[src/rtl/core/strs_pkg.sv]
// ============================================================================
// Segment tree range sum package
// Widths, codes and shared types of the segment tree block.
// ============================================================================
package strs_pkg;

    localparam int CNT_W  = 11;
    localparam int POS_W  = 10;
    localparam int DATA_W = 32;
    localparam int K_W    = CNT_W + 3;
    localparam int APB_AW = 3;
    localparam int APB_DW = 32;

    localparam int DEF_MAX_ELEMENTS = 1024;
    localparam int DEF_NODE_COUNT   = 4096;

    localparam logic [CNT_W-1:0] COUNT_RESET = CNT_W'(1024);

    localparam logic REG_ACTIVE_COUNT = 1'b0;

    localparam logic FUNC_QUERY  = 1'b0;
    localparam logic FUNC_ASSIGN = 1'b1;

    localparam logic STATUS_OK  = 1'b0;
    localparam logic STATUS_ERR = 1'b1;

    typedef struct packed {
        logic             leaf;
        logic             at_target;
        logic             go_left;
        logic [CNT_W-1:0] mid;
        logic [CNT_W-1:0] mid_p1;
        logic [K_W-1:0]   left_k;
        logic [K_W-1:0]   right_k;
    } t_walk_step;

endpackage

[src/rtl/core/strs_walk.sv]
// ============================================================================
// Tree walk step
// Splits the current node range at its midpoint and gives the child nodes.
// ============================================================================
module strs_walk (
    input  logic [strs_pkg::CNT_W-1:0] i_lo,
    input  logic [strs_pkg::CNT_W-1:0] i_hi,
    input  logic [strs_pkg::CNT_W-1:0] i_target,
    input  logic [strs_pkg::K_W-1:0]   i_k,
    output strs_pkg::t_walk_step       o_step
);

    import strs_pkg::*;

    logic [CNT_W:0]   w_sum;
    logic [CNT_W-1:0] w_mid;
    logic [K_W-1:0]   w_k2;

    assign w_sum = {1'b0, i_lo} + {1'b0, i_hi};
    assign w_mid = w_sum[CNT_W:1];
    assign w_k2  = {i_k[K_W-2:0], 1'b0};

    always_comb begin
        o_step.leaf      = (i_lo == i_hi);
        o_step.at_target = (i_hi == i_target);
        o_step.go_left   = (i_target <= w_mid);
        o_step.mid       = w_mid;
        o_step.mid_p1    = w_mid + CNT_W'(1);
        o_step.left_k    = w_k2 + K_W'(1);
        o_step.right_k   = w_k2 + K_W'(2);
    end

endmodule

[config.mk]
export PLATFORM = sky130hd
export DESIGN_NAME = strs_walk
export DESIGN_NICKNAME = d
export VERILOG_FILES = /design/src/rtl/core/strs_pkg.sv /design/src/rtl/core/strs_walk.sv
export SDC_FILE = /design/constraint.sdc
export NUM_CORES = 1
export LEC_CHECK = 0
export ABC_AREA = 1
export BUFFER_PORTS_ARGS = -buffer_cell sky130_fd_sc_hd__buf_2
export CORE_MARGIN = 2
export CORE_UTILIZATION = 50
export DETAILED_ROUTE_END_ITERATION = 8
export GPL_TIMING_DRIVEN = 0
export PLACE_DENSITY = 0.88
export RECOVER_POWER = 50
export SLEW_MARGIN = 30
export SYNTH_ARGS = -nofsm -noshare
export SYNTH_HDL_FRONTEND = slang
export SYNTH_SLANG_ARGS = --single-unit
[constraint.sdc]
create_clock -name vclk -period 5.8
set_input_delay 1.16 -clock vclk [all_inputs]
set_output_delay 1.16 -clock vclk [all_outputs]
set_load 0.01 [all_outputs]
# [Yosys cells after proc, flatten, opt, wreduce, memory -nomap -nowiden]
# Cells that the tools add are included.
[totals] reg_bits=0 in_bits=47 elab_cells=7
[op_classes] add_sub_neg=4 order_cmp=1 eq_ne=2
[ops] operator="$eq A11 B11 Y1" n=2
[ops] operator="$add A14 B1 Y14 const B" n=1
[ops] operator="$add A14 B2 Y14 const B" n=1
[ops] operator="$add A11 B11 Y12" n=1
[ops] operator="$add A11 B1 Y11 const B" n=1
[ops] operator="$le A11 B11 Y1" n=1

# [Depth between registers and ports, before layout]
[logic_depth] depth_word=2 depth_mapped=15 mapped_depth_nobuf=15

# [Least setup slack after synthesis]
# No wires, ideal clock.
[synth_path] path_type="in2out" start="in i_lo[0] (netlist name)" end="out o_step[50] (netlist name)" arrival_time_ns=3.241 required_time_ns=4.640 path_slack_ns=1.399 path_stages=11 path_buffers=0 cell_sequence="ha_1 -> fa_1 -> nand2_2 -> nand2_2 -> nand3_1 -> nand3_1 -> nand2_4 -> inv_1 -> ha_1 -> nand4_1 -> o41ai_1"
[synth_lines] item="from (decl)" line="strs_walk.sv:6" source="input logic [strs_pkg::CNT_W-1:0] i_lo,"
[synth_lines] item="to (decl)" line="strs_walk.sv:10" source="output strs_pkg::t_walk_step o_step"

==> results <==
- Setup repair after global routing left no endpoint under its margin.
- The final layout net count is 437.
- The arrival time at the worst endpoint is 3.55 ns.
- The initial core utilization is 0.534.
- For this run, the total global-route usage over all layers was measured as 0.234.
- The part of the power in the clock network is 0.
- The worst endpoint required time is 4.64 ns.
- The cell area after placement is 2180 um^2.
- After technology mapping, the gate count stands at 266.
- In the routed layout, each cell is associated on average with a via count of 4.88.
- The maximum clock frequency is 0.212 GHz.
- The synthesized area divided by synthesized cell count is 6.18 um^2.
- The first routing iteration left 58 violations.
- The number of setup buffers added after CTS is 0.
- The wire length of the first global-routing pass is 6960 um.
- Once layout is complete, the utilization of the core stands at 0.699.
- The number of setup violations in the final report is 0.
- The number of cells in the finished layout apart from fillers is 407.
- The net switching fraction of the power is 0.598.
- The most frequent cell after synthesis is nand2_1.
- The endpoint class of the critical path is a primary output.
- The width of the chip is 61.3 um.
- The hold-critical path depth is 3.
- The post-cts gate resize count is 0.
- The final design area excluding fillers is 2150 um^2.
- The largest area contributor in the netlist is ha_1.
- Walking the worst path, the cells encountered are buf_2 > ha_1 > fa_1 > nand2_2 > nand2_2 > nand3_1 > nand3_1 > nand2_4 > inv_1 > ha_1 > nand4_1 > o41ai_1 > buf_2.
- The startpoint kind of the worst setup timing path is an input port.
- The area of the die is 3760 um^2.
- The placeable core area is 3080 um^2.
- The net count after synthesis is 338.
- The critical path starts at i_hi[0].
- The number of placed cells counting well taps is 407.
- The setup TNS after final layout is 0 ns.
- The fraction of final layout cells sized beyond drive strength 1 is 0.317.
- The worst hold path begins at i_k[0].
- For this design, the slowest cell found on the critical path is fa_1.
- The share of the clock period used by the worst path after layout is 0.811.
- Global routing finished with a remaining overflow of 0.
- The total standard cell area after synthesis is 1640 um^2.
- After synthesis, the netlist uses 30 different library cells.
- The run finished with clean final reports.
- The share of synthesized area in the top cell type comes to 0.183.
- The number of antenna diodes in the final layout is 0.
- The number of pins with negative max-slew slack in the final report is 0.
- The sequential cell count of the final layout is 0.
- The area growth from synthesis to layout is 31.0%.
- The via count of the first global-routing pass is 1750.
- Detailed placement ended at an HPWL of 4110 um.
- The sequential share of power is 0.
- Sorting the synthesized cells by area gives the leading types as ha_1, nand2_1, xor2_1.
- The leakage power figure is 1.23 nW.
- In this run the core area contains 20 standard-cell rows.
- The number of nets still failing antenna checks after routing is 0.
- The peak per-stage delay on the critical path is 0.44 ns.
- The number of endpoints with negative hold slack in the final report is 0.
- The initial antenna violation count is 0.
- The number of maximum-capacitance violations is 0.
- The worst setup path is of the input port to primary output kind.
- The total detailed-routing wirelength is 4480 um.
- The path class of the tightest hold or removal check is input port to primary output.
- Yosys printed 0 warnings.
- The largest net degree at the start of global routing is 8.
- Across all layers, the routed design uses 1986 vias.
- The number of clock buffers in the layout is 0.
- Routability-driven placement finished with a final weighted congestion of 0.857.
- The number of detailed-routing iterations run before antenna repair is 4.
- By count the netlist is led by nand2_1, inv_1, ha_1.
- The sequential cells in the finished layout cover a total of 0 um^2.
- In the final routed layout, each cell accounts on average for 11.0 um.
- The share of the Yosys chip area taken by registers is 0.
- The minimum clock period is 4.71 ns.
- During placement, the flow inserted port buffers numbering 97.
- The top-level port count is 100.
- In this run the power density over the cells is 124 nW/um^2.
- In the routed design, unresolved DRC markers number 0.
- The total net switching power is 159 uW.
- Buffers inserted to repair hold after CTS numbered 0.
- The y dimension of the die is 61.3 um.
- The total chip power is 266 uW.
- The maximum fanout encountered on the critical timing path is 5.
- The internal cell power is 107 uW.
- VDD sags by at most 0.0700 mV.
- The share of total power dissipated in combinational logic is 1.000.
## area by class of cell
type | count | area [um^2]
Buffer | 16 | 118
Fill cell | 311 | 926
Inverter | 43 | 161
Multi-Input combinational cell | 207 | 1360
Tap cell | 44 | 55.1
Timing Repair Buffer | 97 | 454
## metal layers
metal	part of all wire	up-vias	track usage
li1	-	1034	-
met1	0.39	871	0.286
met2	0.52	77	0.460
met3	0.082	4	0.0147
met4	0.0069	0	0.0186
met5	0	-	0
## placed cells by master, fill, tap and decap left out
master     instances
nand2_1           58
o41ai_1            1
o21ai_0            2
fa_1               1
nor3_2             1
xnor2_1            9
nand2_2           14
clkbuf_1          25
conb_1             2
ha_1              24
a21oi_1            9
nor4_1             3
nand4_1            8
nor2_2             1
nor2_4             4
buf_2             73
nor2_1            14
buf_4             15
nand3b_1           1
a31oi_1            1
o2111ai_1          1
nor3_1             3
inv_1             42
and2_1             1
nand3_1           22
nand2_4            3
inv_2              1
xor2_1            20
xor2_2             1
nand3_2            2
or2_1              1
## critical path, delay by kind of cell
kind	cells	cell delay, ns
buffers and inverters	3	0.40
adder cells (fa/ha/maj)	3	0.97
AND/OR/NAND/NOR	6	0.65
AO/OA/AOI/OAI	1	0.37
## kinds of logic after synthesis
| group | synth area share |
|---|---|
| fa+ha+maj | 0.195 |
| compound gates | 0.0480 |
| buf+inv | 0.170 |
| other cells | 0.00457 |
| simple gates | 0.418 |
| xor+xnor | 0.165 |
## power by group through the flow
stage / sequential, mW / combinational (mW) / clock (mW)
after CTS: 0 / 0.269 / 0
final: 0 / 0.266 / 0
after floorplan: 0 / 0.177 / 0
after detailed placement: 0 / 0.268 / 0
after global placement: 0 / 0.261 / 0
after global routing: 0 / 0.297 / 0
## path summary, 6_finish.rpt
kind,to,slack [ns]
worst max-delay path,o_step[50],1.09
worst min-delay path,o_step[1],2.59
## per-stage QoR
stage	hold WS (ns)	worst slack (ns)
floorplan	2.36	1.40
detailed placement	2.59	1.12
CTS	2.59	1.10
finish	2.59	1.09
global route	2.63	0.964
global placement	2.59	1.14
Note: power is estimated with default switching activity, not from simulation.
