[src/rtl/core/strs_pkg.sv]
// ============================================================================
// Segment tree range sum package
// Widths, codes and shared types of the segment tree block.
// ============================================================================
package strs_pkg;

    localparam int CNT_W  = 11;
    localparam int POS_W  = 10;
    localparam int DATA_W = 32;
    localparam int K_W    = CNT_W + 3;
    localparam int APB_AW = 3;
    localparam int APB_DW = 32;

    localparam int DEF_MAX_ELEMENTS = 1024;
    localparam int DEF_NODE_COUNT   = 4096;

    localparam logic [CNT_W-1:0] COUNT_RESET = CNT_W'(1024);

    localparam logic REG_ACTIVE_COUNT = 1'b0;

    localparam logic FUNC_QUERY  = 1'b0;
    localparam logic FUNC_ASSIGN = 1'b1;

    localparam logic STATUS_OK  = 1'b0;
    localparam logic STATUS_ERR = 1'b1;

    typedef struct packed {
        logic             leaf;
        logic             at_target;
        logic             go_left;
        logic [CNT_W-1:0] mid;
        logic [CNT_W-1:0] mid_p1;
        logic [K_W-1:0]   left_k;
        logic [K_W-1:0]   right_k;
    } t_walk_step;

endpackage

[src/rtl/core/strs_alu.sv]
// ============================================================================
// Shared adder
// The single 32-bit add and subtract unit shared by the assign and query sequences.
// ============================================================================
module strs_alu (
    input  logic [strs_pkg::DATA_W-1:0] i_a,
    input  logic [strs_pkg::DATA_W-1:0] i_b,
    input  logic                        i_sub,
    output logic [strs_pkg::DATA_W-1:0] o_y
);

    import strs_pkg::*;

    assign o_y = i_sub ? (i_a - i_b) : (i_a + i_b);

endmodule

[config.mk]
export PLATFORM = sky130hd
export DESIGN_NAME = strs_alu
export DESIGN_NICKNAME = d
export VERILOG_FILES = /design/src/rtl/core/strs_pkg.sv /design/src/rtl/core/strs_alu.sv
export SDC_FILE = /design/constraint.sdc
export NUM_CORES = 1
export LEC_CHECK = 0
export BUFFER_PORTS_ARGS = -buffer_cell sky130_fd_sc_hd__buf_2
export CAP_MARGIN = 20
export CORE_ASPECT_RATIO = 0.6
export CORE_MARGIN = 2
export CORE_UTILIZATION = 30
export DETAILED_ROUTE_END_ITERATION = 7
export GPL_TIMING_DRIVEN = 0
export PLACE_DENSITY = 0.53
export REMOVE_ABC_BUFFERS = 1
export SYNTH_ARGS = -nofsm -noshare
export SYNTH_HDL_FRONTEND = slang
export SYNTH_SLANG_ARGS = --single-unit
[constraint.sdc]
create_clock -name vclk -period 7.4
set_input_delay 0.74 -clock vclk [all_inputs]
set_output_delay 0.74 -clock vclk [all_outputs]
set_load 0.01 [all_outputs]
=== Word level (Yosys, flattened, before mapping) ===
Cells that the tools add are included.

* Bits in registers: 0
* Bits of input ports: 65
* Output and inout bits: 32
* Word-level logic and storage cells: 3

* Add/sub/neg operators: 2
* Mux-type cells: 1

{| class="wikitable"
|+ Operator list
! operator !! number
|-
| adder 32 bit || 1
|-
| 2-to-1 mux 32 bit || 1
|-
| subtractor 32 bit || 1
|}

=== Logic depth before layout (Yosys ltp) ===
Gate-level depths: netlist of the first run.

* Depth in word-level cells: 2
* Depth in mapped cells: 16
* Mapped depth without buffers: 15

=== Worst setup path after synthesis of the first run ===
OpenSTA, ideal clock, no wires.

* Kind: in2out
* Start: in i_b[5] in the netlist's numbering
* End: out o_y[25] in the netlist's numbering
* Data arrival time: 4.104 ns
* Data required time: 6.660 ns
* Slack: 2.556 ns
* Stages: 15
* Path buffers: 1
* Cell sequence: or4_4 > or3_4 > nor2_2 > nand2_1 > nor3_1 > a21oi_1 > xnor2_1 > ha_1 > clkbuf_2 > nand3_1 > or3_1 > o21ai_2 > a311oi_1 > o31ai_1 > xor2_1

* Longest elaborated chain between the ends: 2
* Elaborated cells on any way between the ends: 3
* Classes of those cells: 2 x add/sub; 1 x mux

{| class="wikitable"
|+ Ends and longest elaborated chain
! item !! line !! RTL
|-
| from (decl) || strs_alu.sv:7 || <nowiki>input logic [strs_pkg::DATA_W-1:0] i_b,</nowiki>
|-
| adder 32 bit / subtractor 32 bit (equally long branches) || strs_alu.sv:14 || <nowiki>assign o_y = i_sub ? (i_a - i_b) : (i_a + i_b);</nowiki>
|-
| 2-to-1 mux 32 bit * || strs_alu.sv:14 ||
|-
| to (decl) || strs_alu.sv:9 || <nowiki>output logic [strs_pkg::DATA_W-1:0] o_y</nowiki>
|}

Mark *: on every way between the ends. The rest lies on a longest branch, timed or not.

=== Worst setup path after layout of the first run ===
* Start: in i_b[5] in the netlist's numbering
* End: out o_y[30] in the netlist's numbering

The elaborated chain is that of the path after synthesis.

==> results_dict.tcl, run 1 <==
set metrics [dict create \
    design.seq.count 0 \
    grt_pass1_wl_mm 12.52 \
    num-nets-final 534 \
    critPathLaunchType "primary input" \
    seq_area_um2 0 \
    vias 2747 \
    wl_mm 7.770 \
    timing.fmax_ghz 0.1746 \
    grt_pass1_vias 2521 \
    gp_congestion 0.8672 \
    wl_per_cell_um 14.44 \
    yosys_warnings 0 \
    ctsHoldBuffers 0 \
    finalCriticalPeriod_ns 5.728 \
    rsz0062_at_grt "false" \
    worst_setup_path_end_kind "primary output" \
    die_h_um 72.66 \
    drc 0 \
    synth_top_area_share_pct 16.99 \
    multi_input_area_um2 2257 \
    finalHoldViolCount 0 \
    cts_setup_buffers 0 \
    ys_seq_area_share_pct 0 \
    synth_cells 348 \
    ioPinCount 97 \
    arrival_ns 4.99 \
    cap_violations 0 \
    antenna_found_initial 0 \
    overflow 0 \
    avgViaCountPerCell 5.106 \
    p_per_area_nw_per_um2 129.6 \
    ys_top_cells_by_count "a21oi_1, xnor2_1, nor2_1" \
    peakVddDrop_uv 42.94 \
    initial_core_util_pct 31.65 \
    drive_above_1_share_pct 25.35 \
    rows 24 \
    antenna_cells 0 \
    die_area_um2 8605 \
    yosysMostFrequentCell "a21oi_1" \
    cts_resized 0 \
    postSynthAreaPerCell_um2 6.774 \
    portBuffers 97 \
    grt_max_degree 32 \
    final.fill_count 869 \
    setup_viol 0 \
    timing.slew.headroom_pct 53.85 \
    first_pass_iters 4 \
    synth_area_um2 2357 \
    critPathMaxFanout 6 \
    tightest_slew_ns 0.6833 \
    synth_top_area_cell "ha_1" \
    status "complete, no violations" \
    synth_cell_type_count 51 \
    worstPathRequired_ns 6.66 \
    hpwlAfterDp_mm 6.766 \
    antenna_left 0 \
    nClkBuffers 0 \
    core_region_area_um2 7447 \
    setup_tns_ns 0 \
    worstSetupPathType "primary input to primary output" \
    drt_iter0_drc 185 \
    syn_to_final_growth_pct 24.26 \
    leakage_nw 1.312 \
    synth_area_leaders "ha_1, xnor2_1, a21oi_1" \
    die_w_um 118.4 \
    track_usage_pct 17.48 \
    final_core_util_pct 39.33 \
    min_path_type "primary input to primary output" \
    fin_crit_sh_pct 77.40 \
    slew_viol_final 0 \
]
cells by family (layout without fill, tap and decap cells):
family / count (synthesis) / count (layout) / synth area share [%]
XOR/XNOR: 58 / 58 / 21.87
AND/OR/NAND/NOR: 124 / 124 / 27.18
adder cells (fa/ha/maj): 33 / 33 / 17.83
AO/OA/AOI/OAI: 105 / 105 / 27.97
buffers and inverters: 26 / 112 / 4.246
multiplexers: 2 / 2 / 0.9023
metal layers:
layer,global-route usage (%),routed length [µm],up-vias
li1,-,-,1439
met1,29.79,4454,1253
met2,24.53,2993,55
met3,0.9375,323,0
met4,0.1323,0,0
met5,0,0,-
layout by cell type, fill, tap and decap left out, drive strengths merged, types with 3 or more instances in the layout:
cell,count
o21ai,18
a31oi,7
o21bai,7
a21o,7
and3,6
nand4,5
inv,15
or3,5
nor2b,5
nand2,24
nand3,9
ha,32
o21a,5
xor2,15
a21oi,45
or4,3
buf,97
nor4b,3
nor3,17
nor2,39
o211ai,3
xnor2,43
nor4,5
power breakdown:
part	switching (mW)	total (mW)	internal (mW)
Clock	0	0	0
Sequential	0	0	0
Combinational	0.218	0.380	0.161
Total	0.218	0.380	0.161
per-stage QoR:
step           setup WS, ns  instance area (µm²)  power, mW  hold slack, ns  instances
5_1_grt               1.411                 2929     0.4221           1.894        538
4_1_cts               1.757                 2929     0.3787           1.876        538
6_report              1.673                 2929     0.3797           1.877        538
3_5_place_dp          1.773                 2929     0.3773           1.876        538
2_1_floorplan         2.587                 2313     0.2461           1.628        337
3_3_place_gp          1.809                 2929     0.3740           1.866        538
cell type report:
type                            count  area share, %
Tap cell                          104          4.443
Multi-Input combinational cell    322          77.06
Inverter                           15          1.922
Timing Repair Buffer               97          16.57
final timing paths:
path                  startpoint       to  slack (ns)  cells after the start
worst max-delay path      i_b[5]  o_y[30]        1.67                     15
worst min-delay path      i_a[1]   o_y[1]        1.88                      3
worst max-delay path, cell delays in order:
cell and delay (ns):
buf_2 0.11, or4_4 0.57, or3_4 0.36, nor4_1 0.50, a21oi_1 0.18, xnor2_1 0.29, ha_1 0.37, a21oi_1 0.25
o21ai_0 0.17, a32o_1 0.29, a21oi_1 0.26, a211oi_1 0.20, or2_2 0.34, a211oi_1 0.19, buf_2 0.17
Power figures use the tool's default switching activity.
==> inputs of run 2 (changes only) <==
- ABC_AREA: not set -> 1
- PLACE_DENSITY: 0.53 -> 0.5
- clock period: 7.4 -> 5.7 ns (I/O delays scaled with it)
==> run 2 against run 1 <==
Net effect:
- critical path depth grew 3
- routed wire length grew 54%
- first-iteration DRC count grew 30%
- power grew 45%
- critical path type unchanged
- largest cell class unchanged
==> results_dict.tcl, run 2 <==
set metrics [dict create \
    status "complete, no violations" \
    ys_seq_area_share_pct 0 \
    nClkBuffers 0 \
    avgViaCountPerCell 4.495 \
    cts_setup_buffers 0 \
    grt_max_degree 30 \
    core_region_area_um2 11150 \
    postSynthAreaPerCell_um2 4.806 \
    peakVddDrop_uv 34.38 \
    p_total_uw 548.9 \
    hpwlAfterDp_mm 10.87 \
    arrival_ns 3.49 \
    syn_to_final_growth_pct 19.13 \
    timing.slew.headroom_pct 44.30 \
    yosys_warnings 0 \
    leakage_nw 2.581 \
    worst_setup_path_end_kind "primary output" \
    timing.fmax_ghz 0.2464 \
    final_cell_mix "nand2_1, inv_1, buf_2" \
    initial_core_util_pct 30.39 \
    grt_pass1_vias 3959 \
    instances_no_fill 942 \
    yosysMostFrequentCell "nand2_1" \
    layout_setup_ws_ns 1.641 \
    cp.depth 18 \
    gp_congestion 0.8763 \
    finalCriticalPeriod_ns 4.059 \
    vias 4234 \
    layout_commonest_cell "nand2_1" \
    wl_mm 11.93 \
    place_ws_ns 1.714 \
    portBuffers 97 \
    ctsHoldBuffers 0 \
    cp_top_family "simple AND/OR/NAND/NOR gates" \
    finalHoldViolCount 0 \
    track_usage_pct 19.71 \
    cp_slowest_stage_delay_ns 0.47 \
    rows 30 \
    slew_viol_final 0 \
    critPathLaunchType "primary input" \
    fin_crit_sh_pct 71.20 \
    whs_path_depth 4 \
    hold_ws_ns 1.487 \
    die_area_um2 12190 \
    synth_cells 705 \
    antenna_found_initial 0 \
    seq_area_um2 0 \
    tightest_slew_ns 0.8346 \
    antenna_left 0 \
    critPathMaxFanout 5 \
    setup_viol 0 \
    setup_tns_ns 0 \
    synth_cell_type_count 26 \
    drive_above_1_share_pct 16.54 \
    overflow 0 \
    synth_top_area_share_pct 30.13 \
    synth_area_leaders "nand2_1, inv_1, ha_1" \
    drt_iter0_drc 240 \
    num-nets-final 898 \
    die_w_um 141.2 \
    synth_area_um2 3388 \
    worstSetupPathType "primary input to primary output" \
    path_cells "buf_2 > inv_1 > ha_1 > nand3_1 > nor2_2 > nand2_1 > xnor2_1 > nand2_1 > o21ai_0 > ha_1 > nand2_1 > nor2_1 > nand2_1 > inv_1 > nand2_1 > nand2_1 > xor2_1 > buf_2" \
    worstPathRequired_ns 5.13 \
    grt_pass1_wl_mm 19.30 \
    wl_per_cell_um 12.67 \
    design.seq.count 0 \
    dp.cells 942 \
    drc 0 \
    slowest_stage "ha_1" \
    cp.buffers_inverters 4 \
    min_path_type "primary input to primary output" \
    path_common_cell "nand2_1" \
    antenna_cells 0 \
    ioPinCount 97 \
    synth_top_area_cell "nand2_1" \
    first_pass_iters 5 \
    cap_violations 0 \
    die_h_um 86.32 \
    ys_top_cells_by_count "nand2_1, inv_1, nor2_1" \
    p_per_area_nw_per_um2 136.0 \
    rsz0062_at_grt "false" \
    cts_resized 0 \
]
==> run 2: path summary, 6_finish.rpt <==
kind                  startpoint      end  slack [ns]
worst max-delay path      i_b[0]  o_y[18]        1.64
worst min-delay path      i_b[0]   o_y[0]        1.49
==> run 2: routing by layer <==
metal / global-route usage (%) / part of all wire [%] / vias to the layer above
met3: 0.7182 / 7.6 / 10
met2: 26.92 / 33 / 142
met4: 2.364 / 1.2 / 0
met5: 0 / 0 / -
met1: 33.62 / 58 / 1782
li1: - / - / 2300
==> run 2: area by class of cell <==
cell class         instances  area [µm²]
fillers                 1316        7112
inverters                147       551.8
multi-input cells        554        2819
well taps                144       180.2
repair buffers            97       485.5
==> run 2: kinds of logic (layout without fill, tap and decap cells) <==
| family | count (synthesis) | count (layout) | synth area share, % |
|---|---|---|---|
| and+or+nand+nor | 436 | 436 | 53.25 |
| AOI/OAI and AO/OA | 43 | 43 | 6.684 |
| buffers and inverters | 151 | 244 | 16.80 |
| adders and majority gates | 33 | 33 | 12.41 |
| xor gates and xnor gates | 42 | 42 | 10.86 |
==> run 2: where the power goes <==
part	switching [mW]	internal (mW)	leakage (nW)	total, mW
combinational	0.350	0.198	2.58	0.549
sequential	0	0	0	0
clock	0	0	0	0
==> run 2: per-stage QoR <==
step	utilization [%]	area, µm²
detailed placement	36.21	4036
finish	36.21	4036
CTS	36.21	4036
global route	36.21	4036
floorplan	-	3371
global placement	36.21	4036
